<file path="config.mk">
export PLATFORM = sky130hd
export DESIGN_NAME = distance_vector_route_table
export DESIGN_NICKNAME = d
export VERILOG_FILES = /design/src/hdl/dvr_pkg.sv /design/src/hdl/dvr_ram.sv /design/src/hdl/dvr_fifo.sv /design/src/hdl/dvr_front.sv /design/src/hdl/dvr_back.sv /design/src/hdl/distance_vector_route_table.sv
export SDC_FILE = /design/constraint.sdc
export NUM_CORES = 2
export LEC_CHECK = 0
export ABC_AREA = 1
export BUFFER_PORTS_ARGS = -buffer_cell sky130_fd_sc_hd__buf_4
export CAP_MARGIN = 20
export CORE_UTILIZATION = 60
export DETAILED_ROUTE_END_ITERATION = 7
export GPL_ROUTABILITY_DRIVEN = 0
export PLACE_DENSITY = 0.76
export SYNTH_ARGS = -nofsm -noshare
export SYNTH_HDL_FRONTEND = slang
export SYNTH_SLANG_ARGS = --single-unit
export TNS_END_PERCENT = 10
</file>
<file path="constraint.sdc">
create_clock -name clk -period 5.3 [get_ports clk]
set_input_delay 1.06 -clock clk [delete_from_list [all_inputs] [get_ports clk]]
set_output_delay 1.06 -clock clk [all_outputs]
set_load 0.01 [all_outputs]
</file>
<file path="src/hdl/dvr_pkg.sv">
// Shared types, codes and constants of the distance-vector route table.
`default_nettype none

package dvr_pkg;

  // Fixed field widths.
  localparam int MODE_W     = 2;
  localparam int PORT_W     = 2;
  localparam int DEST_W     = 6;
  localparam int COST_W     = 16;
  localparam int CFG_IDX_W  = 3;
  localparam int CFG_DATA_W = 16;

  // Table geometry and neighbor count.
  localparam int DVR_NODES  = 64;
  localparam int DVR_PORTS  = 4;

  // Depth of the queues between the front end, back end and result port.
  localparam int DVR_QDEPTH = 2;

  // Cost value that stands for an unreachable destination.
  localparam logic [COST_W-1:0] COST_INF = '1;

  // Item modes on the input port.
  localparam logic [MODE_W-1:0] MODE_ADV    = 2'd0;
  localparam logic [MODE_W-1:0] MODE_UP     = 2'd1;
  localparam logic [MODE_W-1:0] MODE_DOWN   = 2'd2;
  localparam logic [MODE_W-1:0] MODE_LOOKUP = 2'd3;

  // Configuration register indexes.
  localparam logic [CFG_IDX_W-1:0] CFG_OWN_ID     = 3'd0;
  localparam logic [CFG_IDX_W-1:0] CFG_LINK_FIRST = 3'd1;
  localparam logic [CFG_IDX_W-1:0] CFG_LINK_LAST  = 3'd4;

  // Operations handed from the front end to the back end.
  localparam int OP_W = 3;
  localparam logic [OP_W-1:0] OP_ABSENT = 3'd0;
  localparam logic [OP_W-1:0] OP_LOOKUP = 3'd1;
  localparam logic [OP_W-1:0] OP_ADV    = 3'd2;
  localparam logic [OP_W-1:0] OP_UP     = 3'd3;
  localparam logic [OP_W-1:0] OP_DOWN   = 3'd4;

  // Classified item waiting for the table update.
  typedef struct packed {
    logic [OP_W-1:0]   op;
    logic [PORT_W-1:0] port;
    logic [DEST_W-1:0] dest;
    logic [COST_W-1:0] cost;
  } dvr_item_t;

  // One table entry as stored in the RAM.
  typedef struct packed {
    logic              valid;
    logic [PORT_W-1:0] port;
    logic [COST_W-1:0] cost;
  } dvr_entry_t;

  // One result item.
  typedef struct packed {
    logic [PORT_W-1:0] next_hop_port;
    logic              route_usable;
    logic [COST_W-1:0] route_cost;
    logic              table_changed;
  } dvr_result_t;

endpackage

`default_nettype wire

</file>
<file path="src/hdl/dvr_ram.sv">
// Generic single-write, single-read RAM with registered read data.
`default_nettype none

module dvr_ram #(
  parameter int WIDTH = 8,
  parameter int DEPTH = 64,
  localparam int AW = (DEPTH > 1) ? $clog2(DEPTH) : 1
) (
  input  wire logic                     clk,
  input  wire logic                     we,
  input  wire logic [AW-1:0]            waddr,
  input  wire logic [WIDTH-1:0]         wdata,
  input  wire logic [AW-1:0]            raddr,
  output logic      [WIDTH-1:0]         rdata
);

  logic [WIDTH-1:0] mem_r [DEPTH];
  logic [WIDTH-1:0] rdata_r;

  // Write port.
  always_ff @(posedge clk) begin
    if (we) begin
      mem_r[waddr] <= wdata;
    end
  end

  // Registered read port.
  always_ff @(posedge clk) begin
    rdata_r <= mem_r[raddr];
  end

  assign rdata = rdata_r;

endmodule

`default_nettype wire

</file>
<file path="src/hdl/dvr_fifo.sv">
// Small first-in first-out queue of registers.
`default_nettype none

module dvr_fifo #(
  parameter int WIDTH = 8,
  parameter int DEPTH = 2
) (
  input  wire logic             clk,
  input  wire logic             rst_n,
  input  wire logic             push,
  input  wire logic [WIDTH-1:0] din,
  output logic                  full,
  input  wire logic             pop,
  output logic      [WIDTH-1:0] dout,
  output logic                  empty
);

  localparam int PW = (DEPTH > 1) ? $clog2(DEPTH) : 1;
  localparam int CW = $clog2(DEPTH + 1);

  logic [WIDTH-1:0] mem_r [DEPTH];
  logic [PW-1:0]    wr_r, wr_nxt;
  logic [PW-1:0]    rd_r, rd_nxt;
  logic [CW-1:0]    cnt_r, cnt_nxt;
  logic             do_push, do_pop;

  assign full    = (cnt_r == CW'(DEPTH));
  assign empty   = (cnt_r == '0);
  assign do_push = push && !full;
  assign do_pop  = pop && !empty;
  assign dout    = mem_r[rd_r];

  // Pointer and fill count update.
  always_comb begin
    wr_nxt  = wr_r;
    rd_nxt  = rd_r;
    cnt_nxt = cnt_r + CW'(do_push) - CW'(do_pop);
    if (do_push) begin
      wr_nxt = (wr_r == PW'(DEPTH - 1)) ? '0 : wr_r + 1'b1;
    end
    if (do_pop) begin
      rd_nxt = (rd_r == PW'(DEPTH - 1)) ? '0 : rd_r + 1'b1;
    end
  end

  always_ff @(posedge clk) begin
    if (!rst_n) begin
      wr_r  <= '0;
      rd_r  <= '0;
      cnt_r <= '0;
    end else begin
      wr_r  <= wr_nxt;
      rd_r  <= rd_nxt;
      cnt_r <= cnt_nxt;
    end
  end

  // Storage for queued items.
  always_ff @(posedge clk) begin
    if (do_push) begin
      mem_r[wr_r] <= din;
    end
  end

endmodule

`default_nettype wire

</file>
<file path="src/hdl/dvr_front.sv">
// Front end: configuration registers and classification of incoming items.
`default_nettype none

module dvr_front
  import dvr_pkg::*;
#(
  parameter int NODES = DVR_NODES
) (
  input  wire logic                  clk,
  input  wire logic                  rst_n,
  input  wire logic                  cfg_valid,
  output logic                       cfg_ready,
  input  wire logic [CFG_IDX_W-1:0]  cfg_index,
  input  wire logic [CFG_DATA_W-1:0] cfg_data,
  input  wire logic [MODE_W-1:0]     mode,
  input  wire logic [PORT_W-1:0]     neighbor_port,
  input  wire logic [DEST_W-1:0]     destination,
  input  wire logic [COST_W-1:0]     cost,
  output dvr_item_t                  item
);

  localparam logic [PORT_W:0] PORT_LIM = (PORT_W + 1)'(DVR_PORTS);

  logic [DEST_W-1:0] own_id_r, own_id_nxt;
  logic [COST_W-1:0] link_cost_r [DVR_PORTS];
  logic [COST_W-1:0] link_cost_nxt [DVR_PORTS];
  logic [PORT_W-1:0] link_sel;
  logic [COST_W-1:0] link;
  logic [COST_W:0]   sum;
  logic [COST_W-1:0] adv_cost;
  logic              port_ok;
  logic              dest_ok;

  assign cfg_ready = 1'b1;
  assign link_sel  = PORT_W'(cfg_index - CFG_LINK_FIRST);

  // Register writes.
  always_comb begin
    own_id_nxt    = own_id_r;
    link_cost_nxt = link_cost_r;
    if (cfg_valid) begin
      unique case (cfg_index) inside
        CFG_OWN_ID: begin
          own_id_nxt = cfg_data[DEST_W-1:0];
        end
        [CFG_LINK_FIRST:CFG_LINK_LAST]: begin
          link_cost_nxt[link_sel] = cfg_data[COST_W-1:0];
        end
        default: begin
        end
      endcase
    end
  end

  always_ff @(posedge clk) begin
    if (!rst_n) begin
      own_id_r <= '0;
      for (int i = 0; i < DVR_PORTS; i++) begin
        link_cost_r[i] <= COST_W'(1);
      end
    end else begin
      own_id_r    <= own_id_nxt;
      link_cost_r <= link_cost_nxt;
    end
  end

  // Advertised cost plus link cost, saturating at infinity.
  assign link     = link_cost_r[neighbor_port];
  assign sum      = {1'b0, cost} + {1'b0, link};
  assign adv_cost = sum[COST_W] ? COST_INF : sum[COST_W-1:0];
  assign port_ok  = ({1'b0, neighbor_port} < PORT_LIM);
  assign dest_ok  = (int'(destination) < NODES);

  // Turn the item into the table operation it calls for.
  always_comb begin
    item.port = neighbor_port;
    item.dest = destination;
    item.cost = adv_cost;
    item.op   = OP_LOOKUP;
    unique case (mode)
      MODE_ADV: begin
        item.op = (port_ok && (destination != own_id_r)) ? OP_ADV : OP_LOOKUP;
      end
      MODE_UP: begin
        item.op   = port_ok ? OP_UP : OP_LOOKUP;
        item.cost = link;
      end
      MODE_DOWN: begin
        item.op = OP_DOWN;
      end
      MODE_LOOKUP: begin
        item.op = OP_LOOKUP;
      end
      default: begin
        item.op = OP_LOOKUP;
      end
    endcase
    if (!dest_ok) begin
      item.op = OP_ABSENT;
    end
  end

endmodule

`default_nettype wire

</file>
<file path="src/hdl/dvr_back.sv">
// Back end: read-modify-write of one route table entry per item.
`default_nettype none

module dvr_back
  import dvr_pkg::*;
#(
  parameter int NODES = DVR_NODES
) (
  input  wire logic clk,
  input  wire logic rst_n,
  input  wire logic item_empty,
  output logic      item_pop,
  input  wire dvr_item_t item,
  input  wire logic res_full,
  output logic      res_push,
  output dvr_result_t res,
  output logic      clearing
);

  localparam int AW = (NODES > 1) ? $clog2(NODES) : 1;
  localparam int EW = (AW > DEST_W) ? AW : DEST_W;
  localparam int EWIDTH = $bits(dvr_entry_t);

  localparam logic ST_IDLE = 1'b0;
  localparam logic ST_EXEC = 1'b1;

  logic              st_r, st_nxt;
  logic              clr_r, clr_nxt;
  logic [AW-1:0]     clr_addr_r, clr_addr_nxt;
  dvr_item_t         cur_r, cur_nxt;

  logic [EW-1:0]     item_ext, cur_ext;
  logic [AW-1:0]     item_addr, cur_addr;
  logic              ram_we;
  logic [AW-1:0]     ram_waddr;
  logic [EWIDTH-1:0] ram_wdata;
  logic [EWIDTH-1:0] ram_rdata;
  dvr_entry_t        old_e, new_e;
  logic              chg;

  assign item_ext  = EW'(item.dest);
  assign cur_ext   = EW'(cur_r.dest);
  assign item_addr = item_ext[AW-1:0];
  assign cur_addr  = cur_ext[AW-1:0];
  assign clearing  = clr_r;
  assign old_e     = dvr_entry_t'(ram_rdata);

  dvr_ram #(
    .WIDTH (EWIDTH),
    .DEPTH (NODES)
  ) u_table (
    .clk   (clk),
    .we    (ram_we),
    .waddr (ram_waddr),
    .wdata (ram_wdata),
    .raddr (item_addr),
    .rdata (ram_rdata)
  );

  // Entry update for the item in the execute cycle.
  always_comb begin
    new_e = old_e;
    chg   = 1'b0;
    case (cur_r.op)
      OP_ADV: begin
        if (!old_e.valid || (cur_r.cost < old_e.cost)) begin
          new_e.valid = 1'b1;
          new_e.port  = cur_r.port;
          new_e.cost  = cur_r.cost;
          chg         = 1'b1;
        end
      end
      OP_UP: begin
        chg = !old_e.valid || (old_e.cost != cur_r.cost) || (old_e.port != cur_r.port);
        new_e.valid = 1'b1;
        new_e.port  = cur_r.port;
        new_e.cost  = cur_r.cost;
      end
      OP_DOWN: begin
        if (old_e.valid && (old_e.cost != COST_INF)) begin
          new_e.cost = COST_INF;
          chg        = 1'b1;
        end
      end
      default: begin
      end
    endcase
  end

  // Item result: the updated entry, or no route if it is invalid or absent.
  always_comb begin
    res.table_changed = chg;
    if (new_e.valid && (cur_r.op != OP_ABSENT)) begin
      res.next_hop_port = new_e.port;
      res.route_usable  = (new_e.cost != COST_INF);
      res.route_cost    = new_e.cost;
    end else begin
      res.next_hop_port = '0;
      res.route_usable  = 1'b0;
      res.route_cost    = COST_INF;
    end
  end

  // Sequencer: clearing pass after reset, then read cycle and execute cycle.
  always_comb begin
    st_nxt       = st_r;
    clr_nxt      = clr_r;
    clr_addr_nxt = clr_addr_r;
    cur_nxt      = cur_r;
    item_pop     = 1'b0;
    res_push     = 1'b0;
    ram_we       = 1'b0;
    ram_waddr    = cur_addr;
    ram_wdata    = EWIDTH'(new_e);
    if (clr_r) begin
      ram_we    = 1'b1;
      ram_waddr = clr_addr_r;
      ram_wdata = '0;
      if (clr_addr_r == AW'(NODES - 1)) begin
        clr_nxt = 1'b0;
      end else begin
        clr_addr_nxt = clr_addr_r + 1'b1;
      end
    end else begin
      unique case (st_r)
        ST_IDLE: begin
          if (!item_empty && !res_full) begin
            item_pop = 1'b1;
            cur_nxt  = item;
            st_nxt   = ST_EXEC;
          end
        end
        ST_EXEC: begin
          ram_we   = chg;
          res_push = 1'b1;
          st_nxt   = ST_IDLE;
        end
        default: begin
          st_nxt = ST_IDLE;
        end
      endcase
    end
  end

  always_ff @(posedge clk) begin
    if (!rst_n) begin
      st_r       <= ST_IDLE;
      clr_r      <= 1'b1;
      clr_addr_r <= '0;
    end else begin
      st_r       <= st_nxt;
      clr_r      <= clr_nxt;
      clr_addr_r <= clr_addr_nxt;
    end
  end

  // Item held for its execute cycle.
  always_ff @(posedge clk) begin
    cur_r <= cur_nxt;
  end

endmodule

`default_nettype wire

</file>
<file path="src/hdl/distance_vector_route_table.sv">
// Top level of the distance-vector route table.
//
//   Channel   Handshake              Payload
//   input     push / full            in_mode, in_neighbor_port, in_destination, in_cost
//   result    empty / pop            out_next_hop_port, out_route_usable,
//                                    out_route_cost, out_table_changed
//   config    cfg_valid / cfg_ready  cfg_index, cfg_data
//
// In the back end each item first has its table entry read from the RAM, then updated
// and, if changed, written back; the back end takes no new item until it is through
// with the last one, as the single RAM port pair serves both steps. After reset a
// clearing pass writes every table entry (NODES, 64 by default) while full stays high.
// Queues on both sides of the back end let input and result sides stall independently.
`default_nettype none

module distance_vector_route_table
  import dvr_pkg::*;
#(
  parameter int NODES = DVR_NODES
) (
  input  wire logic                  clk,
  input  wire logic                  rst_n,
  input  wire logic                  push,
  output logic                       full,
  input  wire logic [MODE_W-1:0]     in_mode,
  input  wire logic [PORT_W-1:0]     in_neighbor_port,
  input  wire logic [DEST_W-1:0]     in_destination,
  input  wire logic [COST_W-1:0]     in_cost,
  output logic                       empty,
  input  wire logic                  pop,
  output logic      [PORT_W-1:0]     out_next_hop_port,
  output logic                       out_route_usable,
  output logic      [COST_W-1:0]     out_route_cost,
  output logic                       out_table_changed,
  input  wire logic                  cfg_valid,
  output logic                       cfg_ready,
  input  wire logic [CFG_IDX_W-1:0]  cfg_index,
  input  wire logic [CFG_DATA_W-1:0] cfg_data
);

  localparam int IW = $bits(dvr_item_t);
  localparam int RW = $bits(dvr_result_t);

  dvr_item_t   front_item;
  logic        mid_full, mid_empty, mid_pop;
  logic [IW-1:0] mid_dout;
  logic        res_full, res_push;
  dvr_result_t back_res;
  logic [RW-1:0] res_dout;
  dvr_result_t out_res;
  logic        clearing;

  // Input side is held off while the table is being cleared.
  assign full = mid_full || clearing;

  dvr_front #(
    .NODES (NODES)
  ) u_front (
    .clk           (clk),
    .rst_n         (rst_n),
    .cfg_valid     (cfg_valid),
    .cfg_ready     (cfg_ready),
    .cfg_index     (cfg_index),
    .cfg_data      (cfg_data),
    .mode          (in_mode),
    .neighbor_port (in_neighbor_port),
    .destination   (in_destination),
    .cost          (in_cost),
    .item          (front_item)
  );

  // Queue of classified items between front end and back end.
  dvr_fifo #(
    .WIDTH (IW),
    .DEPTH (DVR_QDEPTH)
  ) u_item_q (
    .clk   (clk),
    .rst_n (rst_n),
    .push  (push && !clearing),
    .din   (IW'(front_item)),
    .full  (mid_full),
    .pop   (mid_pop),
    .dout  (mid_dout),
    .empty (mid_empty)
  );

  dvr_back #(
    .NODES (NODES)
  ) u_back (
    .clk        (clk),
    .rst_n      (rst_n),
    .item_empty (mid_empty),
    .item_pop   (mid_pop),
    .item       (dvr_item_t'(mid_dout)),
    .res_full   (res_full),
    .res_push   (res_push),
    .res        (back_res),
    .clearing   (clearing)
  );

  // Result queue feeding the output ports.
  dvr_fifo #(
    .WIDTH (RW),
    .DEPTH (DVR_QDEPTH)
  ) u_res_q (
    .clk   (clk),
    .rst_n (rst_n),
    .push  (res_push),
    .din   (RW'(back_res)),
    .full  (res_full),
    .pop   (pop),
    .dout  (res_dout),
    .empty (empty)
  );

  assign out_res           = dvr_result_t'(res_dout);
  assign out_next_hop_port = out_res.next_hop_port;
  assign out_route_usable  = out_res.route_usable;
  assign out_route_cost    = out_res.route_cost;
  assign out_table_changed = out_res.table_changed;

endmodule

`default_nettype wire
</file>
==> report_table.html <==
<table>
<tr><th>Metric</th><th>Value</th></tr>
<tr><th colspan="2">Timing</th></tr>
<tr><td>Unrepaired setup endpoints after global routing</td><td>no</td></tr>
<tr><td>Hold violation total from the final report</td><td>0</td></tr>
<tr><td>Number of max-slew violations in the final report</td><td>0</td></tr>
<tr><td>Worst slew margin relative to its limit</td><td>0.2224</td></tr>
<tr><td>Final setup fails</td><td>0</td></tr>
<tr><td>Worst Clk Skew</td><td>0.03118 ns</td></tr>
<tr><td>Worst Max-Slew Pin Slew</td><td>1.164 ns</td></tr>
<tr><td>Max Freq</td><td>237.4 MHz</td></tr>
<tr><td>Minimum clock period</td><td>4.213 ns</td></tr>
<tr><td>Min Hold Slack</td><td>0.4559 ns</td></tr>
<tr><td>Crit share post-route</td><td>0.7949</td></tr>
<tr><td>Fin Setup TNS</td><td>0 ns</td></tr>
<tr><th colspan="2">Floorplan</th></tr>
<tr><td>Number of rows created at floorplan</td><td>113</td></tr>
<tr><td>Starting utilization of the core area</td><td>0.6094</td></tr>
<tr><td>Chip height</td><td>313.6 um</td></tr>
<tr><td>Chip width</td><td>313.6 um</td></tr>
<tr><td>Area of the core</td><td>0.09558 sq mm</td></tr>
<tr><td>Die outline area</td><td>0.09832 sq mm</td></tr>
<tr><td>Boundary Pins</td><td>73</td></tr>
<tr><th colspan="2">Critical path</th></tr>
<tr><td>Critical setup path kind</td><td>reg2reg</td></tr>
<tr><td>Top fanout value on the critical path</td><td>33</td></tr>
<tr><td>Most common cell on crit path</td><td>nand2_1</td></tr>
<tr><td>Arrival time at the worst endpoint</td><td>4.73 ns</td></tr>
<tr><td>Worst-path cell chain</td><td>nor2_1 &gt; nand2_1 &gt; inv_1 &gt; nor2_2 &gt; inv_1 &gt; nand2_1 &gt; nor2_1 &gt; nand2_1 &gt; nand2_1 &gt; nor2_4 &gt; buf_4</td></tr>
<tr><td>Critical path startpoint category</td><td>register</td></tr>
<tr><td>Largest stage delay on the critical path</td><td>0.81 ns</td></tr>
<tr><td>Highest-delay cell along the critical path</td><td>nor2_4</td></tr>
<tr><td>Element type at the critical path end</td><td>register</td></tr>
<tr><td>Crit path required time</td><td>5.81 ns</td></tr>
<tr><th colspan="2">Clock network</th></tr>
<tr><td>Number of clock sinks seen by CTS</td><td>1444</td></tr>
<tr><td>Number of gates resized after cts</td><td>0</td></tr>
<tr><td>Clock root buffer master</td><td>clkbuf_16</td></tr>
<tr><td>Buffers from clock root to sink, at most</td><td>3</td></tr>
<tr><td>Clk slew on worst S/H paths</td><td>0.06 ns</td></tr>
<tr><td>Clock latency of the later-clocked register in the worst-skew pair</td><td>0.75 ns</td></tr>
<tr><td>Hold buffer count at CTS</td><td>0</td></tr>
<tr><td>H-Tree Depth</td><td>4</td></tr>
<tr><td>TritonCTS clock tree</td><td>built</td></tr>
<tr><td>Setup fix buffers added after clock tree synthesis</td><td>0</td></tr>
<tr><td>Number of CTS-inserted buffers</td><td>141</td></tr>
<tr><th colspan="2">Logic synthesis</th></tr>
<tr><td>Share of the synthesized area in the top cell type</td><td>0.6893</td></tr>
<tr><td>Number of flops mapped to enable cells by yosys</td><td>1337</td></tr>
<tr><td>Top-count cell post-synth</td><td>edfxtp_1</td></tr>
<tr><td>Yosys top cell by area</td><td>edfxtp_1</td></tr>
<tr><td>Predominant post-synthesis flop cell</td><td>edfxtp_1</td></tr>
<tr><td>Flops &amp; latches, synth</td><td>1444</td></tr>
<tr><td>Most frequent cells after synthesis</td><td>edfxtp_1 (1337), nor2_1 (873), o21ai_0 (669)</td></tr>
<tr><td>Area of the mapped netlist</td><td>0.05824 sq mm</td></tr>
<tr><td>Fraction of the yosys area taken by sequential cells</td><td>0.7261</td></tr>
<tr><td>Mean instance size in the synthesized netlist</td><td>12.52 sq um</td></tr>
<tr><td>Ranking of synthesized cells by area</td><td>edfxtp_1 (69%), o21ai_0 (5.7%), nor2_1 (5.6%), dfxtp_1 (3.7%), o221ai_1 (2.3%)</td></tr>
<tr><td>Number of distinct library cells after synthesis</td><td>45</td></tr>
<tr><td>Cells after synthesis</td><td>4651</td></tr>
<tr><td>Synthesis Warnings</td><td>0</td></tr>
<tr><td>Post-Synthesis Net Count</td><td>4739</td></tr>
<tr><td>Post-synth ARST share</td><td>0</td></tr>
<tr><th colspan="2">Global route</th></tr>
<tr><td>Pin count of the biggest net entering global routing</td><td>184</td></tr>
<tr><td>Sum of overflow across all layers after global routing</td><td>0</td></tr>
<tr><td>Overall Global Routing Usage</td><td>0.3087</td></tr>
<tr><td>Global-route wire length before repair</td><td>227.0 mm</td></tr>
<tr><td>Initial antenna violation count</td><td>6</td></tr>
<tr><td>Global-route met2 utilization</td><td>0.4577</td></tr>
<tr><td>GRT Max-Usage Layer</td><td>met2</td></tr>
<tr><td>Global-route met3 utilization</td><td>0.06657</td></tr>
<tr><td>Met1 routing resource usage after global routing</td><td>0.4362</td></tr>
<tr><td>Vias in the first global route</td><td>37267</td></tr>
<tr><th colspan="2">Layout</th></tr>
<tr><td>Layout filler cell count</td><td>6484</td></tr>
<tr><td>Final std cell area, no fill</td><td>0.06502 sq mm</td></tr>
<tr><td>Non-Filler Instances</td><td>6071</td></tr>
<tr><td>Area taken by multi-input logic gates</td><td>0.01449 sq mm</td></tr>
<tr><td>Area occupied by registers</td><td>0.04229 sq mm</td></tr>
<tr><td>Final layout net count</td><td>4781</td></tr>
<tr><td>Layout-stage area growth over the synthesis result</td><td>11.64%</td></tr>
<tr><td>Share of layout cells above drive strength 1</td><td>0.1095</td></tr>
<tr><th colspan="2">Flow run</th></tr>
<tr><td>Max-cap viol count</td><td>0</td></tr>
<tr><th colspan="2">Hold path</th></tr>
<tr><td>HP Class</td><td>reg2reg</td></tr>
<tr><th colspan="2">Power and ir drop</th></tr>
<tr><td>Power density over the cells</td><td>343.1 mW/mm^2</td></tr>
<tr><td>Cell leakage power</td><td>20.72 nW</td></tr>
<tr><td>Power consumption</td><td>0.02231 W</td></tr>
<tr><td>Worst supply voltage drop on vdd</td><td>264.9 uV</td></tr>
<tr><th colspan="2">Routing</th></tr>
<tr><td>Drt total wl</td><td>152.4 mm</td></tr>
<tr><td>Via density per instance</td><td>6.508</td></tr>
<tr><td>Remaining routing DRC violations</td><td>0</td></tr>
<tr><td>Number of nets with antenna violations after routing</td><td>0</td></tr>
<tr><td>Post-DR wirelength/cell</td><td>25.11 um</td></tr>
<tr><td>Pre-Repair DR Iteration Count</td><td>8</td></tr>
<tr><td>DRC marker count from the first detailed-route iteration</td><td>5719</td></tr>
<tr><td>Count of vias placed by the detailed router</td><td>39513</td></tr>
<tr><th colspan="2">Placement</th></tr>
<tr><td>Half-perimeter wire length after detailed placement</td><td>86.80 mm</td></tr>
<tr><td>Placed Instances</td><td>5814</td></tr>
<tr><td>Buffers added on ports</td><td>71</td></tr>
<tr><td>Area of placed instances</td><td>0.06066 sq mm</td></tr>
<tr><th colspan="2">Outcome</th></tr>
<tr><td>Outcome</td><td>complete, no violations</td></tr>
</table>
-- cells in the final DEF (no fill, tap or decap), drive strengths merged, types with 2 or more instances in the layout --
cell type	synthesis	layout
edfxtp	1337	1337
nor2	875	875
o21ai	714	714
nand2	319	319
buf	101	212
clkbuf	212	188
o22ai	182	182
nand3	166	166
o211ai	153	153
o221ai	152	152
inv	126	132
dfxtp	107	107
a21oi	77	77
clkinv	1	51
ha	37	37
mux2	20	20
xnor2	10	10
a31oi	10	10
or2	9	9
xor2	8	8
nor3	8	8
nand4	7	7
clkinvlp	0	5
bufinv	0	5
a21o	3	3
nor4	3	3
a211oi	3	3
diode	0	2
a221oi	2	2
-- worst max-delay path: cells and delay by family, from the launching register on --
family	cells	cell delay (ns)
flip-flops	1	0.39
buffers and inverters	3	0.77
AND/OR/NAND/NOR	8	2.80
-- routing by layer --
metal	vias up	wire, um
met5	-	40
met4	6	7495
met3	432	18320
met2	2570	68900
met1	19123	57650
li1	17382	-
-- cell type report --
| type | count | area share |
|---|---|---|
| repair buffers | 212 | 0.02786 |
| clock buffers | 188 | 0.05940 |
| flip-flops and latches | 1444 | 0.6504 |
| well taps | 1265 | 0.02434 |
| clock inverters | 66 | 0.007331 |
| inverters | 127 | 0.007774 |
| multi-input cells | 2767 | 0.2228 |
| diodes | 2 | 0.00007697 |
-- power by group --
group | internal, W | switching (W) | leakage (nW)
sequential | 0.0124 | 0.0000333 | 12.3
combinational | 0.000150 | 0.000277 | 6.33
clock | 0.00537 | 0.00412 | 2.11
total | 0.0179 | 0.00443 | 20.7
-- final timing paths --
kind	startpoint	cells past startpoint	end	slack (ns)
max reg2reg	u_back.cur_r[24]$_DFFE_PP_	11	u_back.u_table.mem_r[48][0]$_DFFE_PP_	1.09
min	u_front.link_cost_r[48]$_SDFFE_PN1P_	2	u_front.link_cost_r[48]$_SDFFE_PN1P_	0.46
min reg2reg	u_front.link_cost_r[48]$_SDFFE_PN1P_	2	u_front.link_cost_r[48]$_SDFFE_PN1P_	0.46
max	u_back.cur_r[24]$_DFFE_PP_	11	u_back.u_table.mem_r[48][0]$_DFFE_PP_	1.09
-- cells by family (layout without fill, tap and decap cells) --
family	after synthesis	in the layout	synth area share
AOI/OAI and AO/OA	1301	1301	0.1332
xor gates and xnor gates	18	18	0.002707
adders and majority gates	38	38	0.008292
buffers and inverters	440	593	0.03141
DFF	1444	1444	0.7261
muxes	20	20	0.003867
other	1	3	0.00006439
and+or+nand+nor	1389	1389	0.09440
-- through the flow --
stage,setup slack (ns),util
floorplan,1.484,-
global placement,0.9152,0.6347
detailed placement,0.8248,0.6347
CTS,1.241,0.6801
global route,0.8834,0.6803
finish,1.087,0.6803
-- state kept, by name, indices dropped and copies added, names as in the netlist, named ones only --
register and cells:
u_back.u_table.mem_r 1216, u_front.link_cost_r 64, u_item_q.mem_r 54, u_res_q.mem_r 40, u_back.cur_r 21, u_back.u_table.rdata 19
u_back.clr_addr_r 6, u_back.cur_addr 6, u_front.own_id_r 6, u_item_q.cnt_r 2, u_res_q.cnt_r 2, u_back.clearing 1
u_back.st_r 1, u_item_q.rd_r 1, u_item_q.wr_r 1, u_res_q.rd_r 1, u_res_q.wr_r 1
Note: power is estimated with default switching activity, not from simulation.
